==> config.mk <==
export PLATFORM = sky130hd
export DESIGN_NAME = piecewise_linear_table_interp
export DESIGN_NICKNAME = d
export VERILOG_FILES = /design/src/hw/rtl/plti_pkg.sv /design/src/hw/rtl/plti_div.sv /design/src/hw/rtl/plti_dp.sv /design/src/hw/rtl/plti_ctrl.sv /design/src/hw/rtl/piecewise_linear_table_interp.sv
export SDC_FILE = /design/constraint.sdc
export NUM_CORES = 2
export LEC_CHECK = 0
export ABC_AREA = 1
export BUFFER_PORTS_ARGS = -buffer_cell sky130_fd_sc_hd__clkbuf_2
export CORE_ASPECT_RATIO = 0.7
export CORE_MARGIN = 3
export CORE_UTILIZATION = 64
export CTS_CLUSTER_DIAMETER = 80
export DETAILED_ROUTE_END_ITERATION = 7
export PLACE_DENSITY = 0.82
export SYNTH_ARGS = -nofsm -noshare
export SYNTH_HDL_FRONTEND = slang
export SYNTH_HIERARCHICAL = 1
export SYNTH_SLANG_ARGS = --single-unit
==> constraint.sdc <==
create_clock -name clk_i -period 6.6 [get_ports clk_i]
set_input_delay 0.66 -clock clk_i [delete_from_list [all_inputs] [get_ports clk_i]]
set_output_delay 0.66 -clock clk_i [all_outputs]
set_load 0.005 [all_outputs]
==> src/hw/rtl/plti_pkg.sv <==
// shared types, constants and codes for the piecewise-linear table interpolator
`default_nettype none

package plti_pkg;

  // default table depth
  localparam int PLTI_MAX_ENTRIES = 16;

  // field widths
  localparam int BP_W    = 16;
  localparam int VAL_W   = 16;
  localparam int CFG_W   = 5;
  localparam int IDX_W   = 4;
  localparam int FLAG_W  = 2;
  localparam int PROD_W  = 2 * VAL_W;

  // value lanes carried per table row
  localparam int NUM_VALS   = 2;
  localparam int VAL_RADIUS = 0;
  localparam int VAL_PASS   = 1;

  // item mode codes
  localparam logic MODE_LOAD  = 1'b0;
  localparam logic MODE_QUERY = 1'b1;

  // range flag codes
  localparam logic [FLAG_W-1:0] FLAG_INSIDE = 2'd0;
  localparam logic [FLAG_W-1:0] FLAG_FIRST  = 2'd1;
  localparam logic [FLAG_W-1:0] FLAG_BEYOND = 2'd2;

  typedef enum logic [2:0] {
    ST_IDLE,
    ST_SEARCH,
    ST_MUL,
    ST_DIV,
    ST_DONE
  } plti_state_e;

  // one table row
  typedef struct packed {
    logic [BP_W-1:0]                bp;
    logic [NUM_VALS-1:0][VAL_W-1:0] val;
  } plti_row_t;

  // controller to datapath
  typedef struct packed {
    logic              tbl_write;
    logic              q_load;
    logic              idx_clr;
    logic              idx_inc;
    logic              prev_save;
    logic              ops_load;
    logic              div_start;
    logic              kind_load;
    logic [FLAG_W-1:0] kind;
    logic              out_load;
  } plti_cmd_t;

  // datapath to controller
  typedef struct packed {
    logic hit;
    logic first;
    logic last;
    logic div_busy;
  } plti_sts_t;

endpackage

`default_nettype wire

==> src/hw/rtl/plti_div.sv <==
// bit-serial restoring divider, one quotient bit per cycle
`default_nettype none

module plti_div import plti_pkg::*; (
  input  wire logic              clk_i,
  input  wire logic              rst_ni,
  input  wire logic              start_i,
  input  wire logic [PROD_W-1:0] num_i,
  input  wire logic [VAL_W-1:0]  den_i,
  output logic      [VAL_W-1:0]  quo_o,
  output logic                   busy_o
);

  localparam int CntW = $clog2(VAL_W + 1);

  logic [CntW-1:0]  cnt_q, cnt_d;
  logic [VAL_W-1:0] rem_q, rem_d;
  logic [VAL_W-1:0] quo_q, quo_d;
  logic [VAL_W-1:0] den_q, den_d;
  logic [VAL_W:0]   trial;
  logic [VAL_W:0]   diff;
  logic             ge;

  // one restoring step; the caller guarantees the quotient fits VAL_W bits,
  // so the upper half of the numerator starts below the divisor
  always_comb begin
    trial = {rem_q, quo_q[VAL_W-1]};
    diff  = trial - {1'b0, den_q};
    ge    = (trial >= {1'b0, den_q});
    cnt_d = cnt_q;
    rem_d = rem_q;
    quo_d = quo_q;
    den_d = den_q;
    if (start_i) begin
      rem_d = num_i[PROD_W-1:VAL_W];
      quo_d = num_i[VAL_W-1:0];
      den_d = den_i;
      cnt_d = CntW'(VAL_W);
    end else if (cnt_q != '0) begin
      rem_d = ge ? diff[VAL_W-1:0] : trial[VAL_W-1:0];
      quo_d = {quo_q[VAL_W-2:0], ge};
      cnt_d = cnt_q - 1'b1;
    end
  end

  // step counter
  always_ff @(posedge clk_i or negedge rst_ni) begin
    if (!rst_ni) begin
      cnt_q <= '0;
    end else begin
      cnt_q <= cnt_d;
    end
  end

  // working registers
  always_ff @(posedge clk_i) begin
    rem_q <= rem_d;
    quo_q <= quo_d;
    den_q <= den_d;
  end

  assign quo_o  = quo_q;
  assign busy_o = (cnt_q != '0);

endmodule

`default_nettype wire

==> src/hw/rtl/plti_dp.sv <==
// datapath: row tables, search compare, lane multipliers and dividers, result registers
`default_nettype none

module plti_dp import plti_pkg::*; #(
  parameter int MaxEntries = PLTI_MAX_ENTRIES
) (
  input  wire logic             clk_i,
  input  wire logic             rst_ni,
  input  wire plti_cmd_t        cmd_i,
  output plti_sts_t             sts_o,
  input  wire logic             cfg_valid_i,
  input  wire logic [CFG_W-1:0] entries_in_use_i,
  input  wire logic [IDX_W-1:0] entry_index_i,
  input  wire logic [BP_W-1:0]  breakpoint_value_i,
  input  wire logic [VAL_W-1:0] radius_value_i,
  input  wire logic [VAL_W-1:0] pass_length_value_i,
  input  wire logic [BP_W-1:0]  query_value_i,
  output logic      [VAL_W-1:0] radius_out_o,
  output logic      [VAL_W-1:0] pass_length_out_o,
  output logic     [FLAG_W-1:0] range_flag_o
);

  localparam int AW = $clog2(MaxEntries);

  // table memory and its registered read port
  plti_row_t mem [MaxEntries];
  plti_row_t rd_q;
  plti_row_t prev_q;
  plti_row_t wr_row;
  logic      wr_ok;

  logic [CFG_W-1:0] entries_in_use_q;
  logic [AW-1:0]    idx_q, idx_d;
  logic [AW-1:0]    last_idx;
  int               n_use;

  logic [BP_W-1:0]   q_q;
  logic [FLAG_W-1:0] kind_q;
  logic [BP_W:0]     dq_full;
  logic [BP_W:0]     den_full;
  logic [VAL_W-1:0]  dq_q;
  logic [VAL_W-1:0]  den_q;

  logic [NUM_VALS-1:0][VAL_W:0]   vdiff;
  logic [NUM_VALS-1:0][VAL_W-1:0] mag_q;
  logic [NUM_VALS-1:0]            neg_q;
  logic [NUM_VALS-1:0][VAL_W-1:0] lo_q;
  logic [NUM_VALS-1:0][VAL_W-1:0] quo;
  logic [NUM_VALS-1:0][VAL_W-1:0] res;
  logic [NUM_VALS-1:0]            busy;
  logic [NUM_VALS-1:0][PROD_W-1:0] prod;

  // configuration register
  always_ff @(posedge clk_i or negedge rst_ni) begin
    if (!rst_ni) begin
      entries_in_use_q <= CFG_W'(1);
    end else if (cfg_valid_i) begin
      entries_in_use_q <= entries_in_use_i;
    end
  end

  // rows in use, clamped to between 1 and the table depth
  always_comb begin
    n_use = int'(entries_in_use_q);
    if (n_use < 1) begin
      n_use = 1;
    end
    if (n_use > MaxEntries) begin
      n_use = MaxEntries;
    end
    last_idx = AW'(n_use - 1);
  end

  // row index; the memory reads at the next index so rd_q tracks idx_q
  always_comb begin
    idx_d = idx_q;
    if (cmd_i.idx_clr) begin
      idx_d = '0;
    end else if (cmd_i.idx_inc) begin
      idx_d = idx_q + 1'b1;
    end
  end

  always_ff @(posedge clk_i or negedge rst_ni) begin
    if (!rst_ni) begin
      idx_q <= '0;
    end else begin
      idx_q <= idx_d;
    end
  end

  // row write, out-of-range indexes dropped
  assign wr_ok  = (int'(entry_index_i) < MaxEntries);
  always_comb begin
    wr_row.bp              = breakpoint_value_i;
    wr_row.val[VAL_RADIUS] = radius_value_i;
    wr_row.val[VAL_PASS]   = pass_length_value_i;
  end

  always_ff @(posedge clk_i) begin
    if (cmd_i.tbl_write && wr_ok) begin
      mem[AW'(entry_index_i)] <= wr_row;
    end
  end

  always_ff @(posedge clk_i) begin
    rd_q <= mem[idx_d];
  end

  // query, previous row and result kind
  always_ff @(posedge clk_i) begin
    if (cmd_i.q_load) begin
      q_q <= query_value_i;
    end
    if (cmd_i.prev_save) begin
      prev_q <= rd_q;
    end
    if (cmd_i.kind_load) begin
      kind_q <= cmd_i.kind;
    end
  end

  // search status
  assign sts_o.hit      = ($signed(rd_q.bp) >= $signed(q_q));
  assign sts_o.first    = (idx_q == '0);
  assign sts_o.last     = (idx_q == last_idx);
  assign sts_o.div_busy = |busy;

  // segment operands; prev bp < q <= cur bp, so both differences lie in 1..65535
  // and the interpolated value never leaves the range of its two end values
  assign dq_full  = {q_q[BP_W-1], q_q} - {prev_q.bp[BP_W-1], prev_q.bp};
  assign den_full = {rd_q.bp[BP_W-1], rd_q.bp} - {prev_q.bp[BP_W-1], prev_q.bp};

  always_ff @(posedge clk_i) begin
    if (cmd_i.ops_load) begin
      dq_q  <= dq_full[VAL_W-1:0];
      den_q <= den_full[VAL_W-1:0];
    end
  end

  // per-value lanes: difference, product into the divider, final add or subtract
  for (genvar l = 0; l < NUM_VALS; l++) begin : g_lane
    assign vdiff[l] = {1'b0, rd_q.val[l]} - {1'b0, prev_q.val[l]};

    always_ff @(posedge clk_i) begin
      if (cmd_i.ops_load) begin
        neg_q[l] <= vdiff[l][VAL_W];
        mag_q[l] <= vdiff[l][VAL_W] ? (~vdiff[l][VAL_W-1:0] + 1'b1) : vdiff[l][VAL_W-1:0];
        lo_q[l]  <= prev_q.val[l];
      end
    end

    assign prod[l] = dq_q * mag_q[l];

    plti_div u_div (
      .clk_i   (clk_i),
      .rst_ni  (rst_ni),
      .start_i (cmd_i.div_start),
      .num_i   (prod[l]),
      .den_i   (den_q),
      .quo_o   (quo[l]),
      .busy_o  (busy[l])
    );

    assign res[l] = neg_q[l] ? (lo_q[l] - quo[l]) : (lo_q[l] + quo[l]);
  end

  // result registers
  always_ff @(posedge clk_i) begin
    if (cmd_i.out_load) begin
      range_flag_o <= kind_q;
      if (kind_q == FLAG_INSIDE) begin
        radius_out_o      <= res[VAL_RADIUS];
        pass_length_out_o <= res[VAL_PASS];
      end else begin
        radius_out_o      <= rd_q.val[VAL_RADIUS];
        pass_length_out_o <= rd_q.val[VAL_PASS];
      end
    end
  end

endmodule

`default_nettype wire

==> src/hw/rtl/plti_ctrl.sv <==
// controller: sequences load, search, multiply, divide and result handoff
`default_nettype none

module plti_ctrl import plti_pkg::*; (
  input  wire logic      clk_i,
  input  wire logic      rst_ni,
  input  wire logic      in_valid_i,
  output logic           in_ready_o,
  input  wire logic      mode_i,
  output logic           out_valid_o,
  input  wire logic      out_ready_i,
  output plti_cmd_t      cmd_o,
  input  wire plti_sts_t sts_i
);

  plti_state_e state_q, state_d;
  logic        out_valid_q, out_valid_d;
  logic        out_free;

  assign out_free = !out_valid_q || out_ready_i;

  // next state and commands
  always_comb begin
    state_d    = state_q;
    cmd_o      = '0;
    in_ready_o = 1'b0;
    unique case (state_q)
      ST_IDLE: begin
        in_ready_o = 1'b1;
        if (in_valid_i) begin
          if (mode_i == MODE_LOAD) begin
            cmd_o.tbl_write = 1'b1;
          end else begin
            cmd_o.q_load  = 1'b1;
            cmd_o.idx_clr = 1'b1;
            state_d       = ST_SEARCH;
          end
        end
      end
      ST_SEARCH: begin
        if (sts_i.hit) begin
          cmd_o.kind_load = 1'b1;
          if (sts_i.first) begin
            cmd_o.kind = FLAG_FIRST;
            state_d    = ST_DONE;
          end else begin
            cmd_o.kind     = FLAG_INSIDE;
            cmd_o.ops_load = 1'b1;
            state_d        = ST_MUL;
          end
        end else if (sts_i.last) begin
          cmd_o.kind_load = 1'b1;
          cmd_o.kind      = FLAG_BEYOND;
          state_d         = ST_DONE;
        end else begin
          cmd_o.prev_save = 1'b1;
          cmd_o.idx_inc   = 1'b1;
        end
      end
      ST_MUL: begin
        cmd_o.div_start = 1'b1;
        state_d         = ST_DIV;
      end
      ST_DIV: begin
        if (!sts_i.div_busy) begin
          state_d = ST_DONE;
        end
      end
      ST_DONE: begin
        if (out_free) begin
          cmd_o.out_load = 1'b1;
          state_d        = ST_IDLE;
        end
      end
      default: begin
        state_d = ST_IDLE;
      end
    endcase
  end

  // output valid flag
  always_comb begin
    out_valid_d = out_valid_q;
    if (cmd_o.out_load) begin
      out_valid_d = 1'b1;
    end else if (out_ready_i) begin
      out_valid_d = 1'b0;
    end
  end

  always_ff @(posedge clk_i or negedge rst_ni) begin
    if (!rst_ni) begin
      state_q     <= ST_IDLE;
      out_valid_q <= 1'b0;
    end else begin
      state_q     <= state_d;
      out_valid_q <= out_valid_d;
    end
  end

  assign out_valid_o = out_valid_q;

endmodule

`default_nettype wire

==> src/hw/rtl/piecewise_linear_table_interp.sv <==
// top level of the piecewise-linear table interpolator
`default_nettype none

// Table of ascending breakpoints, each with a radius and a pass-length value.
// A load item (mode 0) writes one row and gives no result. A query item
// (mode 1) walks the rows in use one per cycle from row 0 until it finds a
// breakpoint not below the query; a query at or below row 0 returns row 0 with
// flag 1, one beyond the last row in use returns that row with flag 2, and all
// others are interpolated as lo + (q - bp_lo) * (hi - lo) / (bp_hi - bp_lo),
// truncated toward zero, with flag 0. An interpolation then passes through the
// multiply step and the bit-serial divider before its result is registered.
// One query is in flight at a time; a finished result sits in the output
// register while the next item is taken. Rows are undefined until loaded.
// entries_in_use resets to 1; write it only while the block is idle.

module piecewise_linear_table_interp import plti_pkg::*; #(
  parameter int MaxEntries = PLTI_MAX_ENTRIES
) (
  input  wire logic             clk_i,
  input  wire logic             rst_ni,
  // item input
  input  wire logic             in_valid_i,
  output logic                  in_ready_o,
  input  wire logic             mode_i,
  input  wire logic [IDX_W-1:0] entry_index_i,
  input  wire logic [BP_W-1:0]  breakpoint_value_i,
  input  wire logic [VAL_W-1:0] radius_value_i,
  input  wire logic [VAL_W-1:0] pass_length_value_i,
  input  wire logic [BP_W-1:0]  query_value_i,
  // result output
  output logic                  out_valid_o,
  input  wire logic             out_ready_i,
  output logic      [VAL_W-1:0] radius_out_o,
  output logic      [VAL_W-1:0] pass_length_out_o,
  output logic     [FLAG_W-1:0] range_flag_o,
  // configuration write
  input  wire logic             cfg_valid_i,
  output logic                  cfg_ready_o,
  input  wire logic [CFG_W-1:0] entries_in_use_i
);

  plti_cmd_t cmd;
  plti_sts_t sts;

  // register writes always taken
  assign cfg_ready_o = 1'b1;

  // control sequencer
  plti_ctrl u_ctrl (
    .clk_i       (clk_i),
    .rst_ni      (rst_ni),
    .in_valid_i  (in_valid_i),
    .in_ready_o  (in_ready_o),
    .mode_i      (mode_i),
    .out_valid_o (out_valid_o),
    .out_ready_i (out_ready_i),
    .cmd_o       (cmd),
    .sts_i       (sts)
  );

  // tables and arithmetic
  plti_dp #(
    .MaxEntries (MaxEntries)
  ) u_dp (
    .clk_i               (clk_i),
    .rst_ni              (rst_ni),
    .cmd_i               (cmd),
    .sts_o               (sts),
    .cfg_valid_i         (cfg_valid_i),
    .entries_in_use_i    (entries_in_use_i),
    .entry_index_i       (entry_index_i),
    .breakpoint_value_i  (breakpoint_value_i),
    .radius_value_i      (radius_value_i),
    .pass_length_value_i (pass_length_value_i),
    .query_value_i       (query_value_i),
    .radius_out_o        (radius_out_o),
    .pass_length_out_o   (pass_length_out_o),
    .range_flag_o        (range_flag_o)
  );

endmodule

`default_nettype wire
==> results.toml <==
[run_status]
status = "finished, violations left"
violations = "design-rule violations"

[sta]
rsz0062_at_grt = "no"
hold_viol = 0
setup_viol = 0
relSlewSlack_pct = 25.61
finClkSkew_ns = 0.05347
slew_violations = 0
fmax_mhz = 156.2
fin_crit_ns = 6.401
min_period_over_period_pct = 96.98
worstMarginPinSlew_ns = 1.116
worst_slack_ns = 0.1992
setup_tns_ns = 0

[worst_setup_path]
startpoint = "u_dp/mag_q[22]"
arrival_ns = 6.88
r2r-start = "u_dp/mag_q[22]"
r2r_end = "u_dp/g_lane[1].u_div/quo_o[14]"
crit_required_ns = 7.08
crit_path_end_kind = "flop"
crit_end = "u_dp/g_lane[1].u_div/quo_o[14]"
r2r_slack_ns = 0.20
critical_path.max_fanout = 12
start_kind = "flop"
crit_type = "flop to flop"
reg2regPathDepth = 20

[synth]
ys_warn_count = 6
synth-seq-area-share_pct = 48.38
ys_ff_latch = 1133
synth_edf_count = 1062
synthDistinctLibCells = 58
synthCells = 7038
synth_area_sq_um = 69100
synth_nets = 7872
synth_ff_type = "edfxtp_1"
async_flop_share_pct = 2.030
synth_area_per_cell_sq_um = 9.817

[floorplanning]
fp.dieH_um = 280.9
initial_core_util_pct = 64.74
rows = 100
coreArea_sq_um = 106700
die_area_sq_um = 112000
die_w_um = 398.7
io_pins = 116

[clock_tree]
cts_root_buf = "clkbuf_16"
max-clock-path-buffers = 3
clk_pin_slew_ns = 0.07
tritoncts = "built"
cts_buffers = 101
cts_resized = 0
clk_latency_ns = 0.73
cts_sinks = 1133
htree_levels = 3

[routing]
vias = 51400
firstDrtPassIters = 8
wirelength_mm = 187.0
avgRoutedWirePerCell_um = 21.76
drtIter0Drc = 6552
postRouteAntennaNets = 0
drc = 1
via_per_inst = 5.981

[hold_path]
hold_path_class = "input port to flop"
hold_path_startpoint = "query_value_i[8]"

[finish]
layout_common_cells = "1,423 x nand2_1, 1,142 x inv_1, 1,062 x edfxtp_1"
final_common_cell = "nand2_1"
drive_gt1_share_pct = 6.914
area_delta_synth_final_pct = 8.587
nets = 7905
filler_cell_count = 7547

[global_routing]
grt_pass1_vias = 49250
grt_first_pass_wirelength_mm = 285.1
grt_max_degree = 149
grt_use_total_pct = 33.33
overflow = 0
antenna_found_initial = 7

[place]
post-dp-hpwl_mm = 125.1
place_congestion = 1.028
numPortBuffers = 114
pre_cts_slack_ns = 0.1585

[run]
drv_cap = 0
==> state kept, by name, summed over array words and instances, names as in the netlist, 10 cells and up <==
register / count
u_dp/q_q: 16
u_dp/rd_q: 48
u_dp/dq_q: 16
u_dp/pass_length_out_o: 16
u_dp/den_q: 16
u_dp/g_lane.u_div/cnt_q: 10
u_dp/prev_q: 48
u_dp/g_lane.u_div/den_q: 32
u_dp/mag_q: 32
u_dp/radius_out_o: 16
u_dp/mem: 768
u_dp/g_lane.u_div/quo_o: 32
u_dp/g_lane.u_div/rem_q: 32
u_dp/lo_q: 32
==> repair_timing <==
item                                    4_1_cts  5_1_grt
setup buffers                                 0        1
hold endpoints to repair                     22        0
hold buffers                                  1        0
endpoints found under the setup margin        0       10
==> through the flow <==
stage | util, % | instances | area [sq um] | hold WS [ns]
finish | 70.30 | 8594 | 75030 | 0.1108
global route | 70.29 | 8589 | 75020 | 0.08922
CTS | 70.28 | 8586 | 75000 | 0.06893
detailed placement | 67.01 | 8394 | 71520 | 0.4136
global placement | 67.01 | 8394 | 71520 | 0.4114
floorplan | - | 7038 | 69100 | 0.3644
==> worst max-delay path: stages, from the launching register on <==
cell and delay (ns):
edfxtp_1 0.88, buf_4 0.27, nand2_1 0.11, inv_1 0.14
fa_1 0.41, inv_1 0.08, fa_1 0.40, inv_1 0.07
ha_1 0.17, fa_1 0.46, fa_1 0.58, fa_1 0.43
ha_1 0.42, a21oi_1 0.49, o21ai_0 0.39, nand2_1 0.14
nand2_1 0.18, xor2_1 0.21, buf_4 0.19, nand2_1 0.07
nand2_1 0.05
==> routing by layer <==
layer | vias up | GRT usage (%) | routed length, um
met3 | 358 | 9.628 | 26940
met1 | 24710 | 50.51 | 76500
met5 | - | 0 | 11
met2 | 3197 | 47.14 | 78810
li1 | 23130 | - | -
met4 | 2 | 9.130 | 4784
==> area by class of cell <==
class / instances / area (sq um) / share of cell area [%]
Clock inverter: 56 / 740.7 / 0.9872
Antenna cell: 7 / 17.52 / 0.02335
Timing Repair Buffer: 233 / 1817 / 2.421
Inverter: 1154 / 4349 / 5.797
Tap cell: 1428 / 1787 / 2.381
Multi-Input combinational cell: 4448 / 30150 / 40.19
Sequential cell: 1133 / 33430 / 44.55
Clock buffer: 135 / 2735 / 3.645
==> worst min path at each step <==
stage                     cells past startpoint  slack (ns)                 end
after floorplan                               0        0.36  u_ctrl/out_valid_o
after global placement                        0        0.41     u_dp/prev_q[32]
after detailed placement                      0        0.41     u_dp/prev_q[32]
after CTS                                     1        0.07         u_dp/q_q[8]
after global routing                          1        0.09         u_dp/q_q[2]
final                                         1        0.11         u_dp/q_q[8]
==> cell families after synthesis <==
kind of cell | share of synthesized area [%]
fa+ha+maj | 17.97
mux | 0.03259
simple gates | 14.78
flops | 48.38
other cells | 0.005427
compound gates | 8.576
buf+inv | 8.214
xor+xnor | 2.041
==> synthesized netlist by cell type (12+ instances only) <==
cell	count	share of area [%]
nand2_2	35	0.32
nor2_1	645	3.5
buf_4	18	0.20
clkbuf_1	202	1.1
nand3b_1	43	0.47
xor2_1	107	1.4
o211ai_1	34	0.37
dfrtp_1	22	0.80
o21ai_0	499	3.6
nor3_1	34	0.25
nand3_1	213	1.5
a31oi_1	12	0.11
dfxtp_1	48	1.4
buf_2	74	0.54
xnor2_1	54	0.68
a21oi_1	164	1.2
ha_1	359	6.5
o22ai_1	126	1.1
o21ai_1	96	0.70
nand4_1	32	0.29
nand2_1	1423	7.7
o221ai_1	66	0.84
nor2_2	12	0.11
fa_1	396	11
edfxtp_1	1062	46
inv_1	1142	6.2
Power is not shown: default switching activity piles up to over one toggle a cycle in this logic, so the estimate is an artifact.
